--- src/rtl/core/art_pkg.sv ---
`timescale 1ns / 1ps

package art_pkg;

   // Table geometry
   localparam int TABLE_SLOTS = 32;
   localparam int SLOT_W      = $clog2(TABLE_SLOTS);
   localparam int SLOT_CNT_W  = $clog2(TABLE_SLOTS + 1);

   // Field widths
   localparam int ID_W    = 32;
   localparam int TIME_W  = 32;
   localparam int RETRY_W = 3;
   localparam int DELAY_W = 16;
   localparam int KIND_W  = 3;
   localparam int OP_W    = 2;

   // Configuration registers
   localparam int NUM_DELAYS = 7;
   localparam int CSR_IDX_W  = 3;
   localparam int CSR_DATA_W = DELAY_W;
   localparam logic [CSR_IDX_W-1:0] CSR_RETRY_LIMIT = 3'd7;
   localparam logic [DELAY_W-1:0] DELAY_RESET [NUM_DELAYS] =
      '{16'd125, 16'd250, 16'd500, 16'd750, 16'd1000, 16'd2000, 16'd5000};
   localparam logic [RETRY_W-1:0] RETRY_LIMIT_RESET = 3'd7;

   // Opcodes
   localparam logic [OP_W-1:0] OP_TRACK = 2'd0;
   localparam logic [OP_W-1:0] OP_ACK   = 2'd1;
   localparam logic [OP_W-1:0] OP_SCAN  = 2'd2;

   // Result kinds
   localparam logic [KIND_W-1:0] K_TRACKED   = 3'd0;
   localparam logic [KIND_W-1:0] K_DUPLICATE = 3'd1;
   localparam logic [KIND_W-1:0] K_FULL      = 3'd2;
   localparam logic [KIND_W-1:0] K_ACKED     = 3'd3;
   localparam logic [KIND_W-1:0] K_UNKNOWN   = 3'd4;
   localparam logic [KIND_W-1:0] K_RESEND    = 3'd5;
   localparam logic [KIND_W-1:0] K_GAVEUP    = 3'd6;
   localparam logic [KIND_W-1:0] K_SCANDONE  = 3'd7;

   // One table entry as held in memory
   typedef struct packed {
      logic [ID_W-1:0]    id;
      logic [TIME_W-1:0]  send_time;
      logic [RETRY_W-1:0] retries;
   } entry_type;

endpackage

--- src/rtl/core/ack_retransmit_tracker.sv ---
`timescale 1ns / 1ps

// Retransmission tracker for messages awaiting acknowledgement.
// Items arrive on the req_ channel (valid/ready): opcode 0 tracks a message
// id with its send time, 1 acknowledges an id, 2 is a periodic scan tick
// carrying the current time. Results leave on the rsp_ channel: one result
// for track and ack, and for a tick one result per slot dropped or due for
// resend followed by a scan done result; rsp_last marks the final one.
// Every item walks the whole table through one memory read port, one slot
// per cycle while the rsp_ side does not stall: each slot is read into a
// register and decided on, then the final result is registered in the
// finish state, and the next item is taken only after that, back in idle.
// The table memory has one read and one write port; the read port sets the
// pace of the walk. Opcode 3 is taken and dropped without a result.
// A stalled receiver holds the result register; the walk pauses on the
// slot that has a result to give and resumes when the register frees. A new
// item is taken once the previous final result sits in the output register.
// Reset clears all slot valid bits and loads the default delays and retry
// limit; the user must make csr_ writes that change them only while the
// block is idle, as the block itself does not enforce this.
module ack_retransmit_tracker (
   input  logic                            clock,
   input  logic                            reset,
   // Input items
   input  logic                            req_valid,
   output logic                            req_ready,
   input  logic [art_pkg::OP_W-1:0]        req_opcode,
   input  logic [art_pkg::ID_W-1:0]        req_message_id,
   input  logic [art_pkg::TIME_W-1:0]      req_send_time,
   input  logic [art_pkg::TIME_W-1:0]      req_now_time,
   // Result items
   output logic                            rsp_valid,
   input  logic                            rsp_ready,
   output logic [art_pkg::KIND_W-1:0]      rsp_kind,
   output logic [art_pkg::ID_W-1:0]        rsp_result_id,
   output logic [art_pkg::RETRY_W-1:0]     rsp_retry_count,
   output logic                            rsp_last,
   // Configuration writes
   input  logic                            csr_wr_en,
   input  logic [art_pkg::CSR_IDX_W-1:0]   csr_index,
   input  logic [art_pkg::CSR_DATA_W-1:0]  csr_wr_data
);

   import art_pkg::*;

   localparam logic [1:0] ST_IDLE   = 2'd0;
   localparam logic [1:0] ST_WALK   = 2'd1;
   localparam logic [1:0] ST_FINISH = 2'd2;

   // Control state
   logic [1:0]            state_ff, state_in;
   logic [SLOT_CNT_W-1:0] rd_idx_ff, rd_idx_in;
   logic                  eval_valid_ff, eval_valid_in;
   logic [SLOT_W-1:0]     eval_idx_ff, eval_idx_in;
   logic                  found_ff, found_in;
   logic [SLOT_W-1:0]     found_idx_ff, found_idx_in;
   logic                  free_ff, free_in;
   logic [SLOT_W-1:0]     free_idx_ff, free_idx_in;
   logic [TABLE_SLOTS-1:0] slot_valid_ff, slot_valid_in;

   // Item held during the walk
   logic [OP_W-1:0]   op_ff;
   logic [ID_W-1:0]   id_ff;
   logic [TIME_W-1:0] send_ff;
   logic [TIME_W-1:0] now_ff;

   // Configuration
   logic [DELAY_W-1:0] delay_ff [NUM_DELAYS];
   logic [RETRY_W-1:0] limit_ff;

   // Output register
   logic                rsp_valid_ff, rsp_valid_in;
   logic [KIND_W-1:0]   kind_ff, kind_in;
   logic [ID_W-1:0]     rid_ff, rid_in;
   logic [RETRY_W-1:0]  rcount_ff, rcount_in;
   logic                last_ff, last_in;
   logic                out_load;
   logic                out_free;

   // Table memory
   entry_type         mem [TABLE_SLOTS];
   entry_type         rd_entry_ff;
   logic              rd_en;
   logic              wr_en;
   logic [SLOT_W-1:0] wr_addr;
   entry_type         wr_entry;

   // Slot evaluation
   logic               eval_slot_valid;
   logic               id_match;
   logic               give_up;
   logic               due;
   logic               eval_emit;
   logic               advance;
   logic [RETRY_W-1:0] dsel;
   logic [TIME_W:0]    deadline;
   logic [RETRY_W-1:0] retry_next;
   logic               walk_done;

   assign req_ready       = (state_ff == ST_IDLE);
   assign rsp_valid       = rsp_valid_ff;
   assign rsp_kind        = kind_ff;
   assign rsp_result_id   = rid_ff;
   assign rsp_retry_count = rcount_ff;
   assign rsp_last        = last_ff;

   assign out_free = !rsp_valid_ff || rsp_ready;

   // Per-slot decisions on the entry just read
   assign eval_slot_valid = slot_valid_ff[eval_idx_ff];
   assign id_match        = eval_slot_valid && (rd_entry_ff.id == id_ff);
   assign give_up         = rd_entry_ff.retries >= limit_ff;
   assign dsel            = (rd_entry_ff.retries >= RETRY_W'(NUM_DELAYS - 1))
                            ? RETRY_W'(NUM_DELAYS - 1) : rd_entry_ff.retries;
   assign deadline        = {1'b0, rd_entry_ff.send_time}
                            + {{(TIME_W + 1 - DELAY_W){1'b0}}, delay_ff[dsel]};
   assign due             = deadline < {1'b0, now_ff};
   assign retry_next      = rd_entry_ff.retries + RETRY_W'(1);
   assign eval_emit       = eval_valid_ff && (op_ff == OP_SCAN) && eval_slot_valid
                            && (give_up || due);
   assign advance         = !eval_emit || out_free;
   assign rd_en           = (state_ff == ST_WALK) && advance
                            && (rd_idx_ff < SLOT_CNT_W'(TABLE_SLOTS));
   assign walk_done       = (rd_idx_ff == SLOT_CNT_W'(TABLE_SLOTS)) && !eval_valid_ff;

   // Sequencer, table updates and result selection
   always_comb begin
      state_in      = state_ff;
      rd_idx_in     = rd_idx_ff;
      eval_valid_in = eval_valid_ff;
      eval_idx_in   = eval_idx_ff;
      found_in      = found_ff;
      found_idx_in  = found_idx_ff;
      free_in       = free_ff;
      free_idx_in   = free_idx_ff;
      slot_valid_in = slot_valid_ff;
      out_load      = 1'b0;
      kind_in       = kind_ff;
      rid_in        = rid_ff;
      rcount_in     = rcount_ff;
      last_in       = last_ff;
      wr_en         = 1'b0;
      wr_addr       = eval_idx_ff;
      wr_entry      = rd_entry_ff;

      unique case (state_ff)
         ST_IDLE: begin
            if (req_valid) begin
               rd_idx_in     = '0;
               eval_valid_in = 1'b0;
               found_in      = 1'b0;
               free_in       = 1'b0;
               if (req_opcode == OP_TRACK || req_opcode == OP_ACK
                   || req_opcode == OP_SCAN) begin
                  state_in = ST_WALK;
               end
            end
         end
         ST_WALK: begin
            // Decide on the slot held in the read register
            if (eval_valid_ff && advance) begin
               if (op_ff == OP_SCAN) begin
                  if (eval_emit) begin
                     out_load = 1'b1;
                     rid_in   = rd_entry_ff.id;
                     last_in  = 1'b0;
                     if (give_up) begin
                        slot_valid_in[eval_idx_ff] = 1'b0;
                        kind_in   = K_GAVEUP;
                        rcount_in = rd_entry_ff.retries;
                     end else begin
                        wr_en            = 1'b1;
                        wr_entry.retries = retry_next;
                        kind_in          = K_RESEND;
                        rcount_in        = retry_next;
                     end
                  end
               end else begin
                  if (id_match && !found_ff) begin
                     found_in     = 1'b1;
                     found_idx_in = eval_idx_ff;
                  end
                  if (!eval_slot_valid && !free_ff) begin
                     free_in     = 1'b1;
                     free_idx_in = eval_idx_ff;
                  end
               end
            end
            // Issue the next read
            if (advance) begin
               eval_valid_in = rd_en;
               eval_idx_in   = rd_idx_ff[SLOT_W-1:0];
               if (rd_en) begin
                  rd_idx_in = rd_idx_ff + SLOT_CNT_W'(1);
               end
            end
            if (walk_done) begin
               state_in = ST_FINISH;
            end
         end
         ST_FINISH: begin
            if (out_free) begin
               out_load  = 1'b1;
               rid_in    = id_ff;
               rcount_in = '0;
               last_in   = 1'b1;
               state_in  = ST_IDLE;
               priority if (op_ff == OP_SCAN) begin
                  kind_in = K_SCANDONE;
                  rid_in  = '0;
               end else if (op_ff == OP_ACK) begin
                  if (found_ff) begin
                     slot_valid_in[found_idx_ff] = 1'b0;
                     kind_in = K_ACKED;
                  end else begin
                     kind_in = K_UNKNOWN;
                  end
               end else begin
                  priority if (found_ff) begin
                     kind_in = K_DUPLICATE;
                  end else if (!free_ff) begin
                     kind_in = K_FULL;
                  end else begin
                     slot_valid_in[free_idx_ff] = 1'b1;
                     wr_en              = 1'b1;
                     wr_addr            = free_idx_ff;
                     wr_entry.id        = id_ff;
                     wr_entry.send_time = send_ff;
                     wr_entry.retries   = '0;
                     kind_in            = K_TRACKED;
                  end
               end
            end
         end
         default: begin
            state_in = ST_IDLE;
         end
      endcase

      // Output valid
      if (out_load) begin
         rsp_valid_in = 1'b1;
      end else if (rsp_ready) begin
         rsp_valid_in = 1'b0;
      end else begin
         rsp_valid_in = rsp_valid_ff;
      end
   end

   // Control registers
   always_ff @(posedge clock) begin
      if (reset) begin
         state_ff      <= ST_IDLE;
         rd_idx_ff     <= '0;
         eval_valid_ff <= 1'b0;
         found_ff      <= 1'b0;
         free_ff       <= 1'b0;
         slot_valid_ff <= '0;
         rsp_valid_ff  <= 1'b0;
      end else begin
         state_ff      <= state_in;
         rd_idx_ff     <= rd_idx_in;
         eval_valid_ff <= eval_valid_in;
         found_ff      <= found_in;
         free_ff       <= free_in;
         slot_valid_ff <= slot_valid_in;
         rsp_valid_ff  <= rsp_valid_in;
      end
   end

   // Payload registers
   always_ff @(posedge clock) begin
      eval_idx_ff  <= eval_idx_in;
      found_idx_ff <= found_idx_in;
      free_idx_ff  <= free_idx_in;
      kind_ff      <= kind_in;
      rid_ff       <= rid_in;
      rcount_ff    <= rcount_in;
      last_ff      <= last_in;
      if (req_valid && req_ready) begin
         op_ff   <= req_opcode;
         id_ff   <= req_message_id;
         send_ff <= req_send_time;
         now_ff  <= req_now_time;
      end
   end

   // Configuration registers
   always_ff @(posedge clock) begin
      if (reset) begin
         for (int i = 0; i < NUM_DELAYS; i++) begin
            delay_ff[i] <= DELAY_RESET[i];
         end
         limit_ff <= RETRY_LIMIT_RESET;
      end else if (csr_wr_en) begin
         if (csr_index == CSR_RETRY_LIMIT) begin
            limit_ff <= csr_wr_data[RETRY_W-1:0];
         end else begin
            delay_ff[csr_index] <= csr_wr_data;
         end
      end
   end

   // Table memory: one write port, one registered read port
   always_ff @(posedge clock) begin
      if (wr_en) begin
         mem[wr_addr] <= wr_entry;
      end
   end

   always_ff @(posedge clock) begin
      if (rd_en) begin
         rd_entry_ff <= mem[rd_idx_ff[SLOT_W-1:0]];
      end
   end

endmodule
--- config.mk ---
export PLATFORM = sky130hd
export DESIGN_NAME = ack_retransmit_tracker
export DESIGN_NICKNAME = d
export VERILOG_FILES = /design/src/rtl/core/art_pkg.sv /design/src/rtl/core/ack_retransmit_tracker.sv
export SDC_FILE = /design/constraint.sdc
export NUM_CORES = 2
export LEC_CHECK = 0
export BUFFER_PORTS_ARGS = -buffer_cell sky130_fd_sc_hd__buf_2
export CORE_MARGIN = 2
export CORE_UTILIZATION = 63
export CTS_CLUSTER_DIAMETER = 150
export CTS_CLUSTER_SIZE = 16
export DETAILED_ROUTE_END_ITERATION = 10
export PLACE_DENSITY = 0.82
export SLEW_MARGIN = 20
export SYNTH_ARGS = -nofsm -noshare
export SYNTH_HDL_FRONTEND = slang
export SYNTH_SLANG_ARGS = --single-unit
--- constraint.sdc ---
create_clock -name clock -period 13.8 [get_ports clock]
set_clock_uncertainty 0.2 [all_clocks]
set_input_delay 0.69 -clock clock [delete_from_list [all_inputs] [get_ports clock]]
set_output_delay 0.69 -clock clock [all_outputs]
set_load 0.1 [all_outputs]
Word-level counts from Yosys, hierarchy flattened
Memory sizes are Yosys's and may differ from the RTL's. A register that Yosys moved wholly into a read port is not among the register bits. Index checks and enable logic that the tools add are counted. Widths: inputs -> output; s select.

Flip-flop bits (word level): 199. Bits in writable memories: 2256. Input port bits: 122. Memories: 2.

$add $sub $neg: 3. Magnitude comparators: 10. Equality and inequality tests: 26. Muxes and demuxes: 112. Bitwise gates (word level): 6. Reductions and logical operators: 42.

Memories: mem (depth 32, bits a word 67, rd ports 1, clocked after memory_dff 1, write ports 1, line ack_retransmit_tracker.sv:81) `entry_type mem [TABLE_SLOTS];`; delay_ff (depth 7, bits a word 16, rd ports 1, clocked after memory_dff 0, write ports 7, line ack_retransmit_tracker.sv:68) `logic [DELAY_W-1:0] delay_ff [NUM_DELAYS];`.

Operators with widths (number): $mux 32 (15); $mux 67 (5); $pmux 32 s2 (2); $and 32x32->32 (2); $mux 64 (1); $not 32->32 (2); $mux 3 (18); $mux 1 (40); $add 32x16->33 (1); $lt 33x32->1 (1); $eq 32x32->1 (1); $or 32x32->32 (1); $mux 5 (6); $lt 5x6->1 const B (3); $mux 6 (3); $ne 2x2->1 const B (9); $pmux 3 s2 (3); $mux 16 (1); $reduce_and 4->1 (4); $reduce_or 16->1 (1); $demux 1 s5 (3); $ge 5x1->1 const B (3); $reduce_and 5->1 (3); $logic_and 1x1->1 (14); other kinds (24) (57).

Logic depth before layout (Yosys ltp)
An unclocked memory read counts as a cell.

Depth in word-level cells: 14. Mapped depth: 26. Mapped depth without buffers: 24.

Least setup slack after synthesis
No wires, ideal clock.

Path type: reg2reg. From: register rd_entry_ff[0] (netlist name). To: memory mem[11][0] in the netlist's numbering, enable pin. Setup time: 0.493 ns. Data arrival time: 8.929 ns. Data required time: 13.107 ns. Setup slack: 4.178 ns. Cell stages (with the launch flop): 27. Buffers on the path: 2. Clock period less this slack: 9.622 ns. Path through: edfxtp_1 > clkbuf_1 > inv_1 > a21oi_1 > buf_2 > mux2i_1 > a211oi_1 > a21o_1 > ha_1 > fa_1 > a211oi_1 > o211ai_1 > a32o_1 > o21a_1 > o21ai_0 > a21boi_1 > and3_1 > xor2_1 > ha_1 > a21oi_1 > o21ai_0 > a2111oi_0 > nand2_1 > o31ai_1 > and4_1 > a31oi_1 > nor2_1.

Longest elaborated chain between the ends: 14. Elaborated cells between the ends (all ways): 18. Classes of those cells: add/sub: 1; order compare: 3; mux: 8; reduce/logical: 5; memory: 1.

Ends and longest elaborated chain: $ge 3x3->1 (line ack_retransmit_tracker.sv:113) `assign dsel = (rd_entry_ff.retries >= RETRY_W'(NUM_DELAYS - 1))`; $mux 3 (line ack_retransmit_tracker.sv:114) `? RETRY_W'(NUM_DELAYS - 1) : rd_entry_ff.retries;`; $mem_v2 7x16; $add 32x16->33 (line ack_retransmit_tracker.sv:116) `+ {{(TIME_W + 1 - DELAY_W){1'b0}}, delay_ff[dsel]};`; $lt 33x32->1 (line ack_retransmit_tracker.sv:117) `assign due = deadline < {1'b0, now_ff};`; $logic_or 1x1->1 (line ack_retransmit_tracker.sv:120) `&& (give_up || due);`; $logic_and 1x1->1 (line ack_retransmit_tracker.sv:120); $logic_not 1->1 (line ack_retransmit_tracker.sv:121) `assign advance = !eval_emit || out_free;`; $logic_or 1x1->1 (line ack_retransmit_tracker.sv:121); $logic_and 1x1->1 (line ack_retransmit_tracker.sv:161) `if (eval_valid_ff && advance) begin`; $mux 1 (*) (line ack_retransmit_tracker.sv:161); $pmux 1 s2 (*) (line ack_retransmit_tracker.sv:146) `unique case (state_ff)`; $mux 1 (*) (line ack_retransmit_tracker.sv:306) `if (wr_en) begin`; $mux 1 (implied by the code) (*) (line ack_retransmit_tracker.sv:307) `mem[wr_addr] <= wr_entry;`; to (decl) (line ack_retransmit_tracker.sv:81).

Mark *: on every way between the ends. The rest lies on a longest branch, timed or not.

Final worst setup path
From: register rd_entry_ff[0] (netlist name). To: memory mem[5][5] in the netlist's numbering, enable pin.

Longest elaborated chain between the ends: 14. Elaborated cells between the ends (all ways): 18. Classes of those cells: add/sub: 1; order compare: 3; mux: 8; reduce/logical: 5; memory: 1.

Ends and longest elaborated chain (line): $ge 3x3->1 (ack_retransmit_tracker.sv:113); $mux 3 (ack_retransmit_tracker.sv:114); $mem_v2 7x16; $add 32x16->33 (ack_retransmit_tracker.sv:116); $lt 33x32->1 (ack_retransmit_tracker.sv:117); $logic_or 1x1->1 (ack_retransmit_tracker.sv:120); $logic_and 1x1->1 (ack_retransmit_tracker.sv:120); $logic_not 1->1 (ack_retransmit_tracker.sv:121); $logic_or 1x1->1 (ack_retransmit_tracker.sv:121); $logic_and 1x1->1 (ack_retransmit_tracker.sv:161); $mux 1 (*) (ack_retransmit_tracker.sv:161); $pmux 1 s2 (*) (ack_retransmit_tracker.sv:146); $mux 1 (*) (ack_retransmit_tracker.sv:306); $mux 1 (implied by the code) (*) (ack_retransmit_tracker.sv:307).

Marked as above.

==> metrics.md <==
| Metric | Value |
|---|---|
| Fin. Hold Viols | 0 |
| Cell depth of the worst min-delay path | 3 |
| Sequential area share after synthesis | 0.754 |
| Die width | between 400 and 500 µm |
| Pwr per Cell Area | approximately 140 nW/µm² |
| Wl on met1 | roughly 90,000 µm |
| Fmax | ~97 MHz |
| Met3 WL | 35,100 µm |
| GRT overflow | 0 |
| Most used cell along the critical path | buf_4 |
| Initial Util | 0.634 |
| CTS tree | yes |
| Most frequent cells in the layout | edfxtp_1, mux4_2, clkbuf_16 |
| Die area | between 150,000 and 200,000 µm² |
| Slew @ Worst Pin | ~1.2 ns |
| Synth Area in Adders | 0.00731 |
| Remaining DRCs | 0 |
| GRT Resource Usage Total | 0.350 |
| CP max stage delay | ~0.9 ns |
| CTS Sinks | roughly 2,500 |
| Worst-path clk slew | approximately 0.08 ns |
| Final Setup Violations | 0 |
| Top FF cell, synth | edfxtp_1 |
| Top sig layer | met5 |
| Part of the cycle the worst path needs | 0.745 |
| Seq cells post-synth | 2,538 |
| Hold crit path type | in -> reg |
| Post-synthesis async set-or-reset flop share | 0 |
| Compound-cell area share of the yosys netlist | 0.0239 |
| Unrepaired setup endpoints after global routing | false |
| Max-Cap Viols | 0 |
| Synth unique cells | 72 |
| Ports | ~160 |
| Routed Antenna Nets | 0 |
| Antenna violations before repair | 19 |
| Via count | 52,700 |
| Buf/Inv on CP | 6 |
| Critical Path End Type | flop |
| Core area | approximately 160,000 µm² |
| Global-route wire length before repair | 397,000 µm |
| Share of cells above drive strength 1 | 0.266 |
| WP data arrival | between 10 and 15 ns |
| CP Data Required Time | 14.04 ns |
| Hold Crit Endpoint | eval_valid_ff |
| HP Start | req_valid |
| YS warnings | 0 |
| CTS H-tree depth | 4 |
| Post-CTS setup buffers | 0 |
| Commonest non-fill, non-tap cell in the layout | edfxtp_1 |
| Die span in y | 403 µm |
| DR iter-0 viols | roughly 9,000 |
| DP HPWL | roughly 150,000 µm |
| Gpl congestion | approximately 0.90 |
| Max Fanout on Critical Path | 54 |
| Total CTS buffers | 176 |
| Avg WL per Cell | 39.3 µm |
| Rel. slew slack | 0.209 |
| Drt first pass iters | 6 |
| Fin Hold WS | between 0.1 and 0.15 ns |
| Avg Inst Size Synth | ~21 µm² |
| Pwr Total | approximately 15,000 µW |
| Max IR drop VDD | 0.145 mV |
| Vias in the first global route | roughly 53,000 |
| Static leakage | about 0.034 µW |
| Largest net degree at the start of global routing | roughly 140 |
| CP Class | reg -> reg |
| Synth Instances | roughly 4,700 |
| Nets | about 5,200 |
| Cell Area, Synth | around 100,000 µm² |
| WL final | 280,000 µm |
| Met2 wire len | 136,000 µm |
| Multiplexer share of the synthesized area | 0.173 |
| Status | finished clean |
| Minimum clock period | 10.28 ns |
| Clock buffer depth | 3 |
| Post-synth EDFFs | between 2,000 and 2,500 |
| Simple-gate area share of the yosys netlist | 0.0243 |
| Setup TNS | 0 ns |
| Final Util | 0.695 |
| XOR/XNOR share of the synthesized area | 0.00541 |
| Clk Latency, worst-skew pair | around 0.85 ns |
| Layout area overhead | 9.71% |
| IO Port Bufs | around 160 |
| Root buffer cell | clkbuf_16 |
| Max Transition Viols Final | 0 |
| Worst R2R Setup Slack | roughly 3.5 ns |
| # rows | roughly 150 |
| Startpoint Class | flop |
| Main combinational cell family by area after synthesis | multiplexers |
| DR vias/cell | about 7.4 |
| Reg2reg start | rd_entry_ff[0] |
| CP max stage cell | buf_4 |
| RR Endpoint | mem[5][5] |
| Register-to-Register Path Depth | 29 |
| Cell family with most CP delay | compound AO/OA/AOI/OAI gates |
==> cell usage after synthesis, types with 24 or more instances <==
cell type / number / area share
mux4_2: 687 / 0.15
nand2_1: 110 / 0.0041
clkbuf_1: 166 / 0.0062
o21ai_0: 48 / 0.0024
a21oi_1: 60 / 0.0030
edfxtp_1: 2475 / 0.74
a211oi_1: 51 / 0.0038
and2_1: 31 / 0.0019
ha_1: 57 / 0.0071
xnor2_1: 30 / 0.0026
nand2b_1: 43 / 0.0027
buf_1: 73 / 0.0027
mux2i_1: 36 / 0.0036
o2bb2ai_1: 33 / 0.0029
dfxtp_1: 63 / 0.013
xor2_1: 32 / 0.0028
nor2b_1: 24 / 0.0015
mux2_2: 134 / 0.015
nor2_1: 149 / 0.0056
inv_1: 81 / 0.0030
nand3_1: 34 / 0.0017
a21o_1: 24 / 0.0018
==> where the power goes <==
part           switching, µW  internal [µW]
clock                   2550           2350
sequential              95.2           8710
combinational           1040            514
total                   3690          11600
==> final cells by class <==
class	count	area [µm²]
Inverter	82	313
Clock buffer	205	4580
Fill cell	8777	48200
Clock inverter	12	259
Antenna cell	8	20.0
Sequential cell	2538	75600
Tap cell	2072	2590
Timing Repair Buffer	373	2810
Multi-Input combinational cell	1830	23800
==> per-stage QoR <==
stage          cells  instance area, µm²  setup WS (ns)
2_1_floorplan   4696              100000           4.18
3_3_place_gp    6775              104000           4.07
3_5_place_dp    6776              104000           3.78
4_1_cts         7107              110000           3.70
5_1_grt         7113              110000           3.03
6_report        7120              110000           3.52
==> routing by layer <==
metal / global-route usage / vias to the layer above
li1: - / 20000
met1: 0.452 / 26900
met2: 0.560 / 4799
met3: 0.0829 / 949
met4: 0.188 / 8
met5: 0 / -
==> worst register-to-register path, delay by kind of cell (launching register included) <==
| kind | cells | cell delay, ns |
|---|---|---|
| xor gates and xnor gates | 1 | 0.14 |
| and+or+nand+nor | 4 | 1.59 |
| buffers and inverters | 6 | 2.54 |
| AOI/OAI and AO/OA | 14 | 3.81 |
| DFF | 1 | 0.32 |
| adders and majority gates | 3 | 0.98 |
| muxes | 1 | 0.25 |
==> state kept, by name (all words and copies together), names as in the netlist <==
signal / flops
mem: 2144
delay_ff: 128
rd_entry_ff: 67
id_ff: 32
now_ff: 32
rsp_result_id: 32
send_ff: 32
slot_valid_ff: 32
rd_idx_ff: 6
eval_idx_ff: 5
found_idx_ff: 5
free_idx_ff: 5
limit_ff: 3
rsp_kind: 3
rsp_retry_count: 3
op_ff: 2
state_ff: 2
eval_valid_ff: 1
found_ff: 1
free_ff: 1
rsp_last: 1
rsp_valid: 1
==> how the worst max path moves through the flow <==
stage | from | to | slack (ns) | depth (start not counted)
after global placement | rd_entry_ff[0] | mem[11][49] | 4.07 | 29
after detailed placement | rd_entry_ff[0] | mem[11][42] | 3.78 | 29
final | rd_entry_ff[0] | mem[5][5] | 3.52 | 29
after floorplan | rd_entry_ff[0] | mem[11][0] | 4.18 | 26
after CTS | rd_entry_ff[0] | mem[11][49] | 3.70 | 29
after global routing | rd_entry_ff[0] | mem[13][35] | 3.03 | 29
==> kinds of logic after synthesis <==
| logic type | Yosys count |
|---|---|
| XOR/XNOR | 62 |
| adder cells (fa/ha/maj) | 58 |
| multiplexers | 857 |
| AO/OA/AOI/OAI | 344 |
| AND/OR/NAND/NOR | 493 |
| flip-flops | 2538 |
| other | 1 |
| buffers and inverters | 328 |
==> repair_timing <==
action	4_1_cts	5_1_grt
resized for setup	0	0
hold buffers	114	0
endpoints found under the hold margin	139	0
No activity file was read; power rests on OpenSTA's default activity.
